### src/sv/fwr_pkg.sv
// Package with shared types and constants for the first-word replace stream.
`default_nettype none
package fwr_pkg;

  // Register indexes of the configuration port
  localparam int unsigned CFG_IDX_W = 2;
  typedef enum logic [CFG_IDX_W-1:0] {
    CFG_SEARCH_WORD    = 2'd0,
    CFG_SEARCH_LENGTH  = 2'd1,
    CFG_REPLACE_WORD   = 2'd2,
    CFG_REPLACE_LENGTH = 2'd3
  } cfg_idx_e;

  localparam int unsigned BYTE_W     = 8;
  localparam int unsigned WORD_W     = 64;
  localparam int unsigned LEN_W      = 4;
  localparam logic [LEN_W-1:0] WORD_BYTES = 4'd8;
  localparam logic [BYTE_W-1:0] SPACE_CHAR = 8'h20;

  // Controller states
  typedef enum logic {
    ST_IDLE = 1'b0,
    ST_EMIT = 1'b1
  } fsm_state_e;

  // Controller to datapath
  typedef struct packed {
    logic accept;  // input transfer this cycle
    logic load;    // load next burst byte into the output register
  } ctrl_cmd_t;

  // Datapath to controller
  typedef struct packed {
    logic burst_nonempty;  // accepted item produces at least one byte
    logic emit_last;       // byte being loaded is the last of its burst
    logic out_busy;        // output register holds a byte that is not taken
  } dpath_sts_t;

endpackage
`default_nettype wire

### src/sv/fwr_ctrl.sv
// Controller: accepts input bytes and sequences the output bursts.
`default_nettype none
module fwr_ctrl (
  input  wire logic               clk_i,
  input  wire logic               rst_ni,
  input  wire logic               in_valid_i,
  output logic                    in_ready_o,
  input  wire fwr_pkg::dpath_sts_t sts_i,
  output fwr_pkg::ctrl_cmd_t      cmd_o
);

  fwr_pkg::fsm_state_e state_q, state_d;

  // Next state
  always_comb begin
    state_d = state_q;
    unique case (state_q)
      fwr_pkg::ST_IDLE: begin
        if (in_valid_i && sts_i.burst_nonempty) begin
          state_d = fwr_pkg::ST_EMIT;
        end
      end
      fwr_pkg::ST_EMIT: begin
        if (!sts_i.out_busy && sts_i.emit_last) begin
          state_d = fwr_pkg::ST_IDLE;
        end
      end
      default: state_d = fwr_pkg::ST_IDLE;
    endcase
  end

  // Outputs
  always_comb begin
    in_ready_o  = 1'b0;
    cmd_o       = '0;
    unique case (state_q)
      fwr_pkg::ST_IDLE: begin
        in_ready_o   = 1'b1;
        cmd_o.accept = in_valid_i;
      end
      fwr_pkg::ST_EMIT: begin
        cmd_o.load = !sts_i.out_busy;
      end
      default: begin
        in_ready_o = 1'b0;
      end
    endcase
  end

  always_ff @(posedge clk_i or negedge rst_ni) begin
    if (!rst_ni) begin
      state_q <= fwr_pkg::ST_IDLE;
    end else begin
      state_q <= state_d;
    end
  end

endmodule
`default_nettype wire

### src/sv/fwr_dpath.sv
// Datapath: configuration, word buffer, match tracking, burst and output registers.
`default_nettype none
module fwr_dpath #(
  parameter int unsigned MAX_WORD = 8
) (
  input  wire logic                            clk_i,
  input  wire logic                            rst_ni,
  // configuration write
  input  wire logic                            cfg_valid_i,
  input  wire logic [fwr_pkg::CFG_IDX_W-1:0]   cfg_index_i,
  input  wire logic [fwr_pkg::WORD_W-1:0]      cfg_data_i,
  // input item
  input  wire logic [fwr_pkg::BYTE_W-1:0]      char_i,
  input  wire logic                            eom_i,
  // output register
  input  wire logic                            out_ready_i,
  output logic                                 out_valid_o,
  output logic [fwr_pkg::BYTE_W-1:0]           out_char_o,
  output logic                                 out_last_msg_o,
  output logic                                 out_last_burst_o,
  // controller link
  input  wire fwr_pkg::ctrl_cmd_t              cmd_i,
  output fwr_pkg::dpath_sts_t                  sts_o
);

  localparam int unsigned IdxW = (MAX_WORD > 1) ? $clog2(MAX_WORD) : 1;
  localparam logic [fwr_pkg::LEN_W-1:0] MaxLen = fwr_pkg::LEN_W'(MAX_WORD);

  // configuration registers
  logic [fwr_pkg::WORD_W-1:0] search_word_q, replace_word_q;
  logic [fwr_pkg::LEN_W-1:0]  search_len_q, replace_len_q;

  // word state
  logic [fwr_pkg::BYTE_W-1:0] word_buf_q [MAX_WORD];
  logic [fwr_pkg::LEN_W-1:0]  len_q, len_d;
  logic                       ovf_q, ovf_d;
  logic                       rdone_q, rdone_d;
  logic                       eq_q, eq_d;    // buffered bytes equal the search prefix

  // burst registers
  logic                       src_repl_q, src_repl_d;
  logic [fwr_pkg::LEN_W-1:0]  cnt_q, cnt_d;
  logic [fwr_pkg::LEN_W-1:0]  total_q, total_d;
  logic [fwr_pkg::LEN_W-1:0]  idx_q;
  logic                       extra_d;
  logic [fwr_pkg::BYTE_W-1:0] extra_byte_q;
  logic                       eom_q;

  // output register
  logic                       out_valid_q;
  logic [fwr_pkg::BYTE_W-1:0] out_char_q;
  logic                       out_last_msg_q, out_last_burst_q;

  // Configuration writes
  always_ff @(posedge clk_i or negedge rst_ni) begin
    if (!rst_ni) begin
      search_word_q  <= '0;
      search_len_q   <= '0;
      replace_word_q <= '0;
      replace_len_q  <= '0;
    end else if (cfg_valid_i) begin
      unique case (fwr_pkg::cfg_idx_e'(cfg_index_i))
        fwr_pkg::CFG_SEARCH_WORD:    search_word_q  <= cfg_data_i;
        fwr_pkg::CFG_SEARCH_LENGTH:  search_len_q   <= cfg_data_i[fwr_pkg::LEN_W-1:0];
        fwr_pkg::CFG_REPLACE_WORD:   replace_word_q <= cfg_data_i;
        fwr_pkg::CFG_REPLACE_LENGTH: replace_len_q  <= cfg_data_i[fwr_pkg::LEN_W-1:0];
        default: ;
      endcase
    end
  end

  // Decode of the incoming byte against the current word state
  logic                       is_space, at_full, buffer_it, match;
  logic [fwr_pkg::LEN_W-1:0]  len_eff, repl_len_c;
  logic                       eq_eff;
  logic [fwr_pkg::BYTE_W-1:0] search_byte;

  always_comb begin
    is_space    = (char_i == fwr_pkg::SPACE_CHAR);
    at_full     = (len_q >= MaxLen);
    buffer_it   = !is_space && !ovf_q && !at_full;
    search_byte = search_word_q[{len_q[2:0], 3'b000} +: fwr_pkg::BYTE_W];
    len_eff     = buffer_it ? fwr_pkg::LEN_W'(len_q + 4'd1) : len_q;
    eq_eff      = buffer_it ? (eq_q && (char_i == search_byte)) : eq_q;
    match       = !ovf_q && !rdone_q && (search_len_q <= MaxLen)
                  && (len_eff == search_len_q) && eq_eff;
    repl_len_c  = (replace_len_q > fwr_pkg::WORD_BYTES) ? fwr_pkg::WORD_BYTES
                                                         : replace_len_q;
  end

  // Burst plan and state update for an accepted byte
  always_comb begin
    src_repl_d = 1'b0;
    cnt_d      = '0;
    extra_d    = 1'b0;
    len_d      = len_q;
    ovf_d      = ovf_q;
    rdone_d    = rdone_q;
    eq_d       = eq_eff;
    if (is_space) begin
      // word ends: word or replacement, then the space
      src_repl_d = match;
      cnt_d      = match ? repl_len_c : len_q;
      extra_d    = 1'b1;
      len_d      = '0;
      ovf_d      = 1'b0;
      eq_d       = 1'b1;
      if (match) begin
        rdone_d = 1'b1;
      end
    end else if (ovf_q) begin
      // overflowed word passes straight through
      extra_d = 1'b1;
    end else if (at_full) begin
      // overflow: flush buffer, then this byte
      cnt_d   = len_q;
      extra_d = 1'b1;
      len_d   = '0;
      ovf_d   = 1'b1;
      eq_d    = 1'b1;
    end else begin
      len_d = len_eff;
      if (eom_i) begin
        src_repl_d = match;
        cnt_d      = match ? repl_len_c : len_eff;
      end
    end
    if (eom_i) begin
      len_d   = '0;
      ovf_d   = 1'b0;
      rdone_d = 1'b0;
      eq_d    = 1'b1;
    end
    total_d = fwr_pkg::LEN_W'(cnt_d + fwr_pkg::LEN_W'(extra_d));
  end

  // Word state registers
  always_ff @(posedge clk_i or negedge rst_ni) begin
    if (!rst_ni) begin
      len_q   <= '0;
      ovf_q   <= 1'b0;
      rdone_q <= 1'b0;
      eq_q    <= 1'b1;
    end else if (cmd_i.accept) begin
      len_q   <= len_d;
      ovf_q   <= ovf_d;
      rdone_q <= rdone_d;
      eq_q    <= eq_d;
    end
  end

  // Word buffer, written at the current length
  always_ff @(posedge clk_i) begin
    if (cmd_i.accept && buffer_it) begin
      word_buf_q[len_q[IdxW-1:0]] <= char_i;
    end
  end

  // Burst registers
  always_ff @(posedge clk_i or negedge rst_ni) begin
    if (!rst_ni) begin
      idx_q <= '0;
    end else if (cmd_i.accept) begin
      idx_q <= '0;
    end else if (cmd_i.load) begin
      idx_q <= fwr_pkg::LEN_W'(idx_q + 4'd1);
    end
  end

  always_ff @(posedge clk_i) begin
    if (cmd_i.accept) begin
      src_repl_q   <= src_repl_d;
      cnt_q        <= cnt_d;
      total_q      <= total_d;
      extra_byte_q <= char_i;
      eom_q        <= eom_i;
    end
  end

  // Next burst byte
  logic [fwr_pkg::BYTE_W-1:0] emit_byte;
  logic                       emit_last;
  always_comb begin
    if (idx_q < cnt_q) begin
      emit_byte = src_repl_q ? replace_word_q[{idx_q[2:0], 3'b000} +: fwr_pkg::BYTE_W]
                             : word_buf_q[idx_q[IdxW-1:0]];
    end else begin
      emit_byte = extra_byte_q;
    end
    emit_last = (fwr_pkg::LEN_W'(idx_q + 4'd1) == total_q);
  end

  // Output register
  always_ff @(posedge clk_i or negedge rst_ni) begin
    if (!rst_ni) begin
      out_valid_q <= 1'b0;
    end else if (cmd_i.load) begin
      out_valid_q <= 1'b1;
    end else if (out_ready_i) begin
      out_valid_q <= 1'b0;
    end
  end

  always_ff @(posedge clk_i) begin
    if (cmd_i.load) begin
      out_char_q       <= emit_byte;
      out_last_burst_q <= emit_last;
      out_last_msg_q   <= emit_last && eom_q;
    end
  end

  assign out_valid_o      = out_valid_q;
  assign out_char_o       = out_char_q;
  assign out_last_msg_o   = out_last_msg_q;
  assign out_last_burst_o = out_last_burst_q;

  assign sts_o.burst_nonempty = (total_d != '0);
  assign sts_o.emit_last      = emit_last;
  assign sts_o.out_busy       = out_valid_q && !out_ready_i;

  // A load never runs past the planned burst
  a_idx_in_burst: assert property (@(posedge clk_i) disable iff (!rst_ni)
    cmd_i.load |-> (idx_q < total_q))
    else $error("burst index beyond burst length");

  // Buffered length never exceeds the word limit
  a_len_bound: assert property (@(posedge clk_i) disable iff (!rst_ni)
    len_q <= MaxLen)
    else $error("word length beyond limit");

endmodule
`default_nettype wire

### src/sv/first_word_replace_stream.sv
// Top level: whole-word search and replace of the first match in each message.
// Bursts: a byte that ends a word is accepted while idle; its burst of n bytes
//   (up to nine) is loaded into the output register one byte per cycle unless
//   the output stalls. A byte that only joins the word buffer leaves the input
//   ready; a byte that yields output blocks input until its burst is loaded.
// Reset: rst_ni clears the configuration to zero and the word state; the word
//   buffer contents are not reset.
`default_nettype none
module first_word_replace_stream #(
  parameter int unsigned MAX_WORD = 8
) (
  input  wire logic                          clk_i,
  input  wire logic                          rst_ni,
  // configuration write channel
  input  wire logic                          cfg_valid_i,
  output logic                               cfg_ready_o,
  input  wire logic [fwr_pkg::CFG_IDX_W-1:0] cfg_index_i,
  input  wire logic [fwr_pkg::WORD_W-1:0]    cfg_data_i,
  // input stream
  input  wire logic                          s_axis_tvalid_i,
  output logic                               s_axis_tready_o,
  input  wire logic [7:0]                    s_axis_tdata_i,  // [7:0] char_in
  input  wire logic                          s_axis_tlast_i,  // end_of_message
  // output stream
  output logic                               m_axis_tvalid_o,
  input  wire logic                          m_axis_tready_i,
  output logic [7:0]                         m_axis_tdata_o,  // [7:0] char_out
  output logic                               m_axis_tlast_o,  // last_of_message
  output logic                               m_axis_tuser_o   // [0] last_of_burst
);

  fwr_pkg::ctrl_cmd_t  cmd;
  fwr_pkg::dpath_sts_t sts;

  assign cfg_ready_o = 1'b1;

  fwr_ctrl u_ctrl (
    .clk_i      (clk_i),
    .rst_ni     (rst_ni),
    .in_valid_i (s_axis_tvalid_i),
    .in_ready_o (s_axis_tready_o),
    .sts_i      (sts),
    .cmd_o      (cmd)
  );

  fwr_dpath #(
    .MAX_WORD (MAX_WORD)
  ) u_dpath (
    .clk_i            (clk_i),
    .rst_ni           (rst_ni),
    .cfg_valid_i      (cfg_valid_i),
    .cfg_index_i      (cfg_index_i),
    .cfg_data_i       (cfg_data_i),
    .char_i           (s_axis_tdata_i),
    .eom_i            (s_axis_tlast_i),
    .out_ready_i      (m_axis_tready_i),
    .out_valid_o      (m_axis_tvalid_o),
    .out_char_o       (m_axis_tdata_o),
    .out_last_msg_o   (m_axis_tlast_o),
    .out_last_burst_o (m_axis_tuser_o),
    .cmd_i            (cmd),
    .sts_o            (sts)
  );

  // Input transfer and burst load never share a cycle
  a_no_accept_and_load: assert property (@(posedge clk_i) disable iff (!rst_ni)
    !(cmd.accept && cmd.load))
    else $error("input accepted while a burst is loading");

  // A byte that starts a burst blocks the input on the next cycle
  a_burst_blocks_input: assert property (@(posedge clk_i) disable iff (!rst_ni)
    (cmd.accept && sts.burst_nonempty) |=> !s_axis_tready_o)
    else $error("input ready during a burst");

  // End of message is only flagged on the final byte of a burst
  a_last_msg_in_burst: assert property (@(posedge clk_i) disable iff (!rst_ni)
    (m_axis_tvalid_o && m_axis_tlast_o) |-> m_axis_tuser_o)
    else $error("message end not on burst end");

endmodule
`default_nettype wire
### config.mk
export PLATFORM = sky130hd
export DESIGN_NAME = first_word_replace_stream
export DESIGN_NICKNAME = d
export VERILOG_FILES = /design/src/sv/fwr_pkg.sv /design/src/sv/fwr_ctrl.sv /design/src/sv/fwr_dpath.sv /design/src/sv/first_word_replace_stream.sv
export SDC_FILE = /design/constraint.sdc
export NUM_CORES = 1
export LEC_CHECK = 0
export ABC_CLOCK_PERIOD_IN_PS = 9760
export BUFFER_PORTS_ARGS = -buffer_cell sky130_fd_sc_hd__buf_4
export CORE_ASPECT_RATIO = 1.2
export CORE_MARGIN = 3
export CORE_UTILIZATION = 40
export DETAILED_ROUTE_END_ITERATION = 16
export SLEW_MARGIN = 20
export SYNTH_ARGS = -nofsm -noshare
export SYNTH_HDL_FRONTEND = slang
export SYNTH_SLANG_ARGS = --single-unit
### constraint.sdc
create_clock -name clk_i -period 9.76 [get_ports clk_i]
set_clock_uncertainty 0.1 [all_clocks]
set_input_delay 1.464 -clock clk_i [delete_from_list [all_inputs] [get_ports clk_i]]
set_output_delay 1.464 -clock clk_i [all_outputs]
set_load 0.05 [all_outputs]
==> flow_metrics.env <==
export IMPL_ir_drop_uv=185
export IMPL_final_layout_size_suffix_gt1_share_pct=44.2
export IMPL_post_cts_buffers=0
export IMPL_diodes=0
export IMPL_drc_errors=0
export IMPL_path_clk_slew_ns=0.06
export IMPL_fin_setup_tns_ns=0
export IMPL_worst_pin_slew_ns=1.03
export IMPL_place_inst=1086
export IMPL_p_sw_w=0.00106
export IMPL_maxSlewHeadroom_pct=31.1
export IMPL_finalSetupViolations=0
export IMPL_cts_sinks=241
export IMPL_rsz0062_at_grt="no"
export IMPL_dr_first_iter_drc_count=404
export IMPL_rrSetupSlack_ns=4.92
export IMPL_pwr_share_clk_pct=28.9
export IMPL_die_y_um=186
export IMPL_yosys_warnings=0
export IMPL_crit_family="simple AND/OR/NAND/NOR gates"
export IMPL_cts_tree="done"
export IMPL_rr_endpoint="u_ctrl.state_q"
export IMPL_grt_pass1_wl_mm=39.3
export IMPL_grt_max_degree=81
export IMPL_gp_routability_congestion=0.826
export IMPL_synth_nets=779
export IMPL_fin_cells=1132
export IMPL_syn_avg_cell_area_um2=15.6
export IMPL_postSynthCellCount=691
export IMPL_power_density_nw_per_um2=268
export IMPL_fillCellCount=2256
export IMPL_dp_hpwl_mm=17.6
export IMPL_track_usage_pct=17.6
export IMPL_path_max_fanout=12
export IMPL_wl_mm=25.2
export IMPL_dr_pass1_iters=4
export IMPL_antenna_found_initial=0
export IMPL_slew_violations=0
export IMPL_synth_edff_count=92
export IMPL_fmax_mhz=204
export IMPL_synth_top_cell_by_area="dfrtp_1"
export IMPL_dieArea_um2=29000
export IMPL_crit_arrival_ns=5.20
export IMPL_vias=6202
export IMPL_synthAdderAreaFrac_pct=0.926
export IMPL_worstReg2RegStart="u_dpath.len_q[0]"
export IMPL_path_cells="buf_4, nor4b_2, and2_4, nor3_4, inv_2, mux2i_1, xnor2_1, nor4_4, o21ai_2, mux2i_1, o31ai_1, nand2_1, o21ai_0, ha_1, ha_1, o31ai_2, o311ai_1"
export IMPL_cts_buffers_inserted=25
export IMPL_clk_path_buf_depth=3
export IMPL_start_util_pct=40.9
export IMPL_synth_xor_area_share_pct=1.05
export IMPL_cts_root_buf="clkbuf_16"
export IMPL_crit_required_ns=10.05
export IMPL_period_needed_ns=4.91
export IMPL_crit_type="input port to flop"
export IMPL_startpoint="s_axis_tdata_i[4]"
export IMPL_cts_hold_buf=0
export IMPL_rows=65
export IMPL_min_from="u_dpath.replace_len_q[0]"
export IMPL_comb_power_share_pct=29.6
export IMPL_cts_htree_levels=1
export IMPL_status="finished, final reports clean"
export IMPL_hp_class="flop to flop"
export IMPL_synth_ff_type="dfrtp_1"
export IMPL_fin_crit_sh_pct=50.3
export IMPL_synth_top_area_share_pct=34.3
export IMPL_worstSetupEndpointType="flop"
export IMPL_hold_slack_ns=0.400
export IMPL_async_flop_share_pct=61.8
export IMPL_worst_r2r_cell_count=15
export IMPL_cap_violations=0
export IMPL_seqPwrFrac_pct=41.5
export IMPL_synth_top_family_by_area="multiplexers"
export IMPL_synth_distinct_cells=59
export IMPL_synth_mux_area_share_pct=27.0
export IMPL_synth_simple_area_share_pct=4.76
export IMPL_antenna_left=0
export IMPL_coreArea_um2=26400
export IMPL_wl_per_cell_um=22.2
export IMPL_place_ws_ns=4.29
export IMPL_switching_share_pct=31.4
export IMPL_final_nets=866
export IMPL_syn2layout_area_growth_pct=17.3
export IMPL_overflow=0
export IMPL_grt_pass1_vias=6690
export IMPL_cp_slowest_cell="nor4_4"
export IMPL_synth_compound_area_share_pct=4.02
export IMPL_ctsResizeCount=0
export IMPL_clk_latency_ns=0.53
export IMPL_top_level_ports=93
export IMPL_crit_path_max_incr_delay_ns=0.58
export IMPL_io_buffers=91
export IMPL_whs_path_depth=1
export IMPL_power_internal_w=0.00233
export IMPL_p_leak_nw=4.97
export IMPL_yosys_top_cells_area="dfrtp_1 (34%), edfxtp_1 (26%), mux2_2 (15%), mux4_2 (9.2%), mux2i_1 (2.4%)"
export IMPL_synth_area_um2=10800
export IMPL_die_w_um=156
export IMPL_cp_start_kind="input port"
export IMPL_hold_viol=0
export IMPL_path_buf_inv=2
export IMPL_synth_seq_cells=241
export IMPL_ys_seq_area_share_pct=60.1
export IMPL_setup_slack_ns=4.85
export IMPL_viasPerCell=5.48
export IMPL_min_to="u_dpath.replace_len_q[0]"
[synth_stat cells (2+ instances only)]
| cell | instances |
|---|---|
| nor4_1 | 2 |
| and2_1 | 3 |
| nand2_1 | 26 |
| o31ai_1 | 2 |
| mux2_2 | 148 |
| xnor2_1 | 7 |
| nand3b_1 | 2 |
| dfrtp_1 | 148 |
| a22oi_1 | 8 |
| nor2_1 | 14 |
| or3_1 | 2 |
| mux4_2 | 44 |
| mux2i_1 | 26 |
| a21o_1 | 2 |
| o21ai_0 | 16 |
| buf_4 | 4 |
| nand3_1 | 11 |
| edfxtp_1 | 92 |
| a21oi_1 | 16 |
| xor2_1 | 6 |
| nand2b_1 | 3 |
| nor3_1 | 7 |
| ha_1 | 8 |
| o22ai_1 | 5 |
| nor3b_1 | 4 |
| a31o_2 | 2 |
| inv_1 | 12 |
| clkbuf_1 | 29 |
| and3_1 | 5 |
| a22o_1 | 4 |
| nor2b_1 | 5 |
[per-stage QoR]
stage / utilization [%] / power (W) / instance area (µm²)
finish: 48.0 / 0.00339 / 12700
global route: 48.0 / 0.00357 / 12700
CTS: 48.0 / 0.00343 / 12700
detailed placement: 44.7 / 0.00244 / 11800
global placement: 44.7 / 0.00242 / 11800
floorplan: - / 0.00212 / 10800
[layout make-up]
class | instances | area, µm² | share of cell area (%)
clock buffer | 32 | 662 | 5.22
timing repair buffer | 97 | 732 | 5.77
inverter | 14 | 52.6 | 0.415
clock inverter | 14 | 189 | 1.49
tap | 335 | 419 | 3.31
multi-input combinational | 399 | 4120 | 32.5
sequential | 241 | 6500 | 51.3
[cell families after synthesis]
group | after synthesis
AND/OR/NAND/NOR | 93
XOR/XNOR | 13
multiplexers | 218
flip-flops | 241
adder cells (fa/ha/maj) | 8
AO/OA/AOI/OAI | 66
other | 1
buffers and inverters | 51
[state kept, by name, indices dropped and copies added (netlist names), 4 cells and up]
signal,count
u_dpath.search_word_q,64
u_dpath.out_char_o,8
u_dpath.idx_q,4
u_dpath.replace_len_q,4
u_dpath.word_buf_q,64
u_dpath.len_q,4
u_dpath.search_len_q,4
u_dpath.extra_byte_q,8
u_dpath.cnt_q,4
u_dpath.replace_word_q,64
u_dpath.total_q,4
[worst max path at each step]
stage / endpoint / slack, ns / cells after the start
after floorplan: u_ctrl.state_q / 5.12 / 16
after global placement: u_ctrl.state_q / 4.40 / 17
after detailed placement: u_ctrl.state_q / 4.29 / 17
after CTS: u_ctrl.state_q / 4.84 / 17
after global routing: u_ctrl.state_q / 4.60 / 17
final: u_ctrl.state_q / 4.85 / 17
[layer usage]
| layer | GRT usage (%) | wire [µm] | up-vias |
|---|---|---|---|
| met1 | 24.4 | 11000 | 3221 |
| met3 | 2.70 | 1230 | 33 |
| met4 | 3.96 | 457 | 0 |
| met2 | 29.6 | 12400 | 147 |
| li1 | - | - | 2801 |
| met5 | 0 | 0 | - |
[cells in the final DEF, fill, tap and decap left out, types with 4 or more instances in the layout]
cell type,instances
mux2_2,148
dfrtp_1,146
buf_4,96
edfxtp_1,92
mux4_2,44
nand2_1,26
mux2i_1,26
clkbuf_16,25
a21oi_1,16
o21ai_0,16
nor2_1,14
inv_1,12
nand3_1,11
a22oi_1,8
ha_1,8
xnor2_1,7
xor2_1,6
clkbuf_1,6
nor2b_1,5
and3_1,5
o22ai_1,5
nor3_2,5
a22o_1,4
bufinv_16,4
[power groups by stage]
stage | Combinational (W) | Clock, W | Sequential, W
floorplan | 0.000722 | 0 | 0.00140
global placement | 0.000999 | 0 | 0.00142
detailed placement | 0.00101 | 0 | 0.00143
CTS | 0.00102 | 0.00100 | 0.00141
global route | 0.00108 | 0.00105 | 0.00144
finish | 0.00101 | 0.000980 | 0.00141
Power figures use the tool's default switching activity.
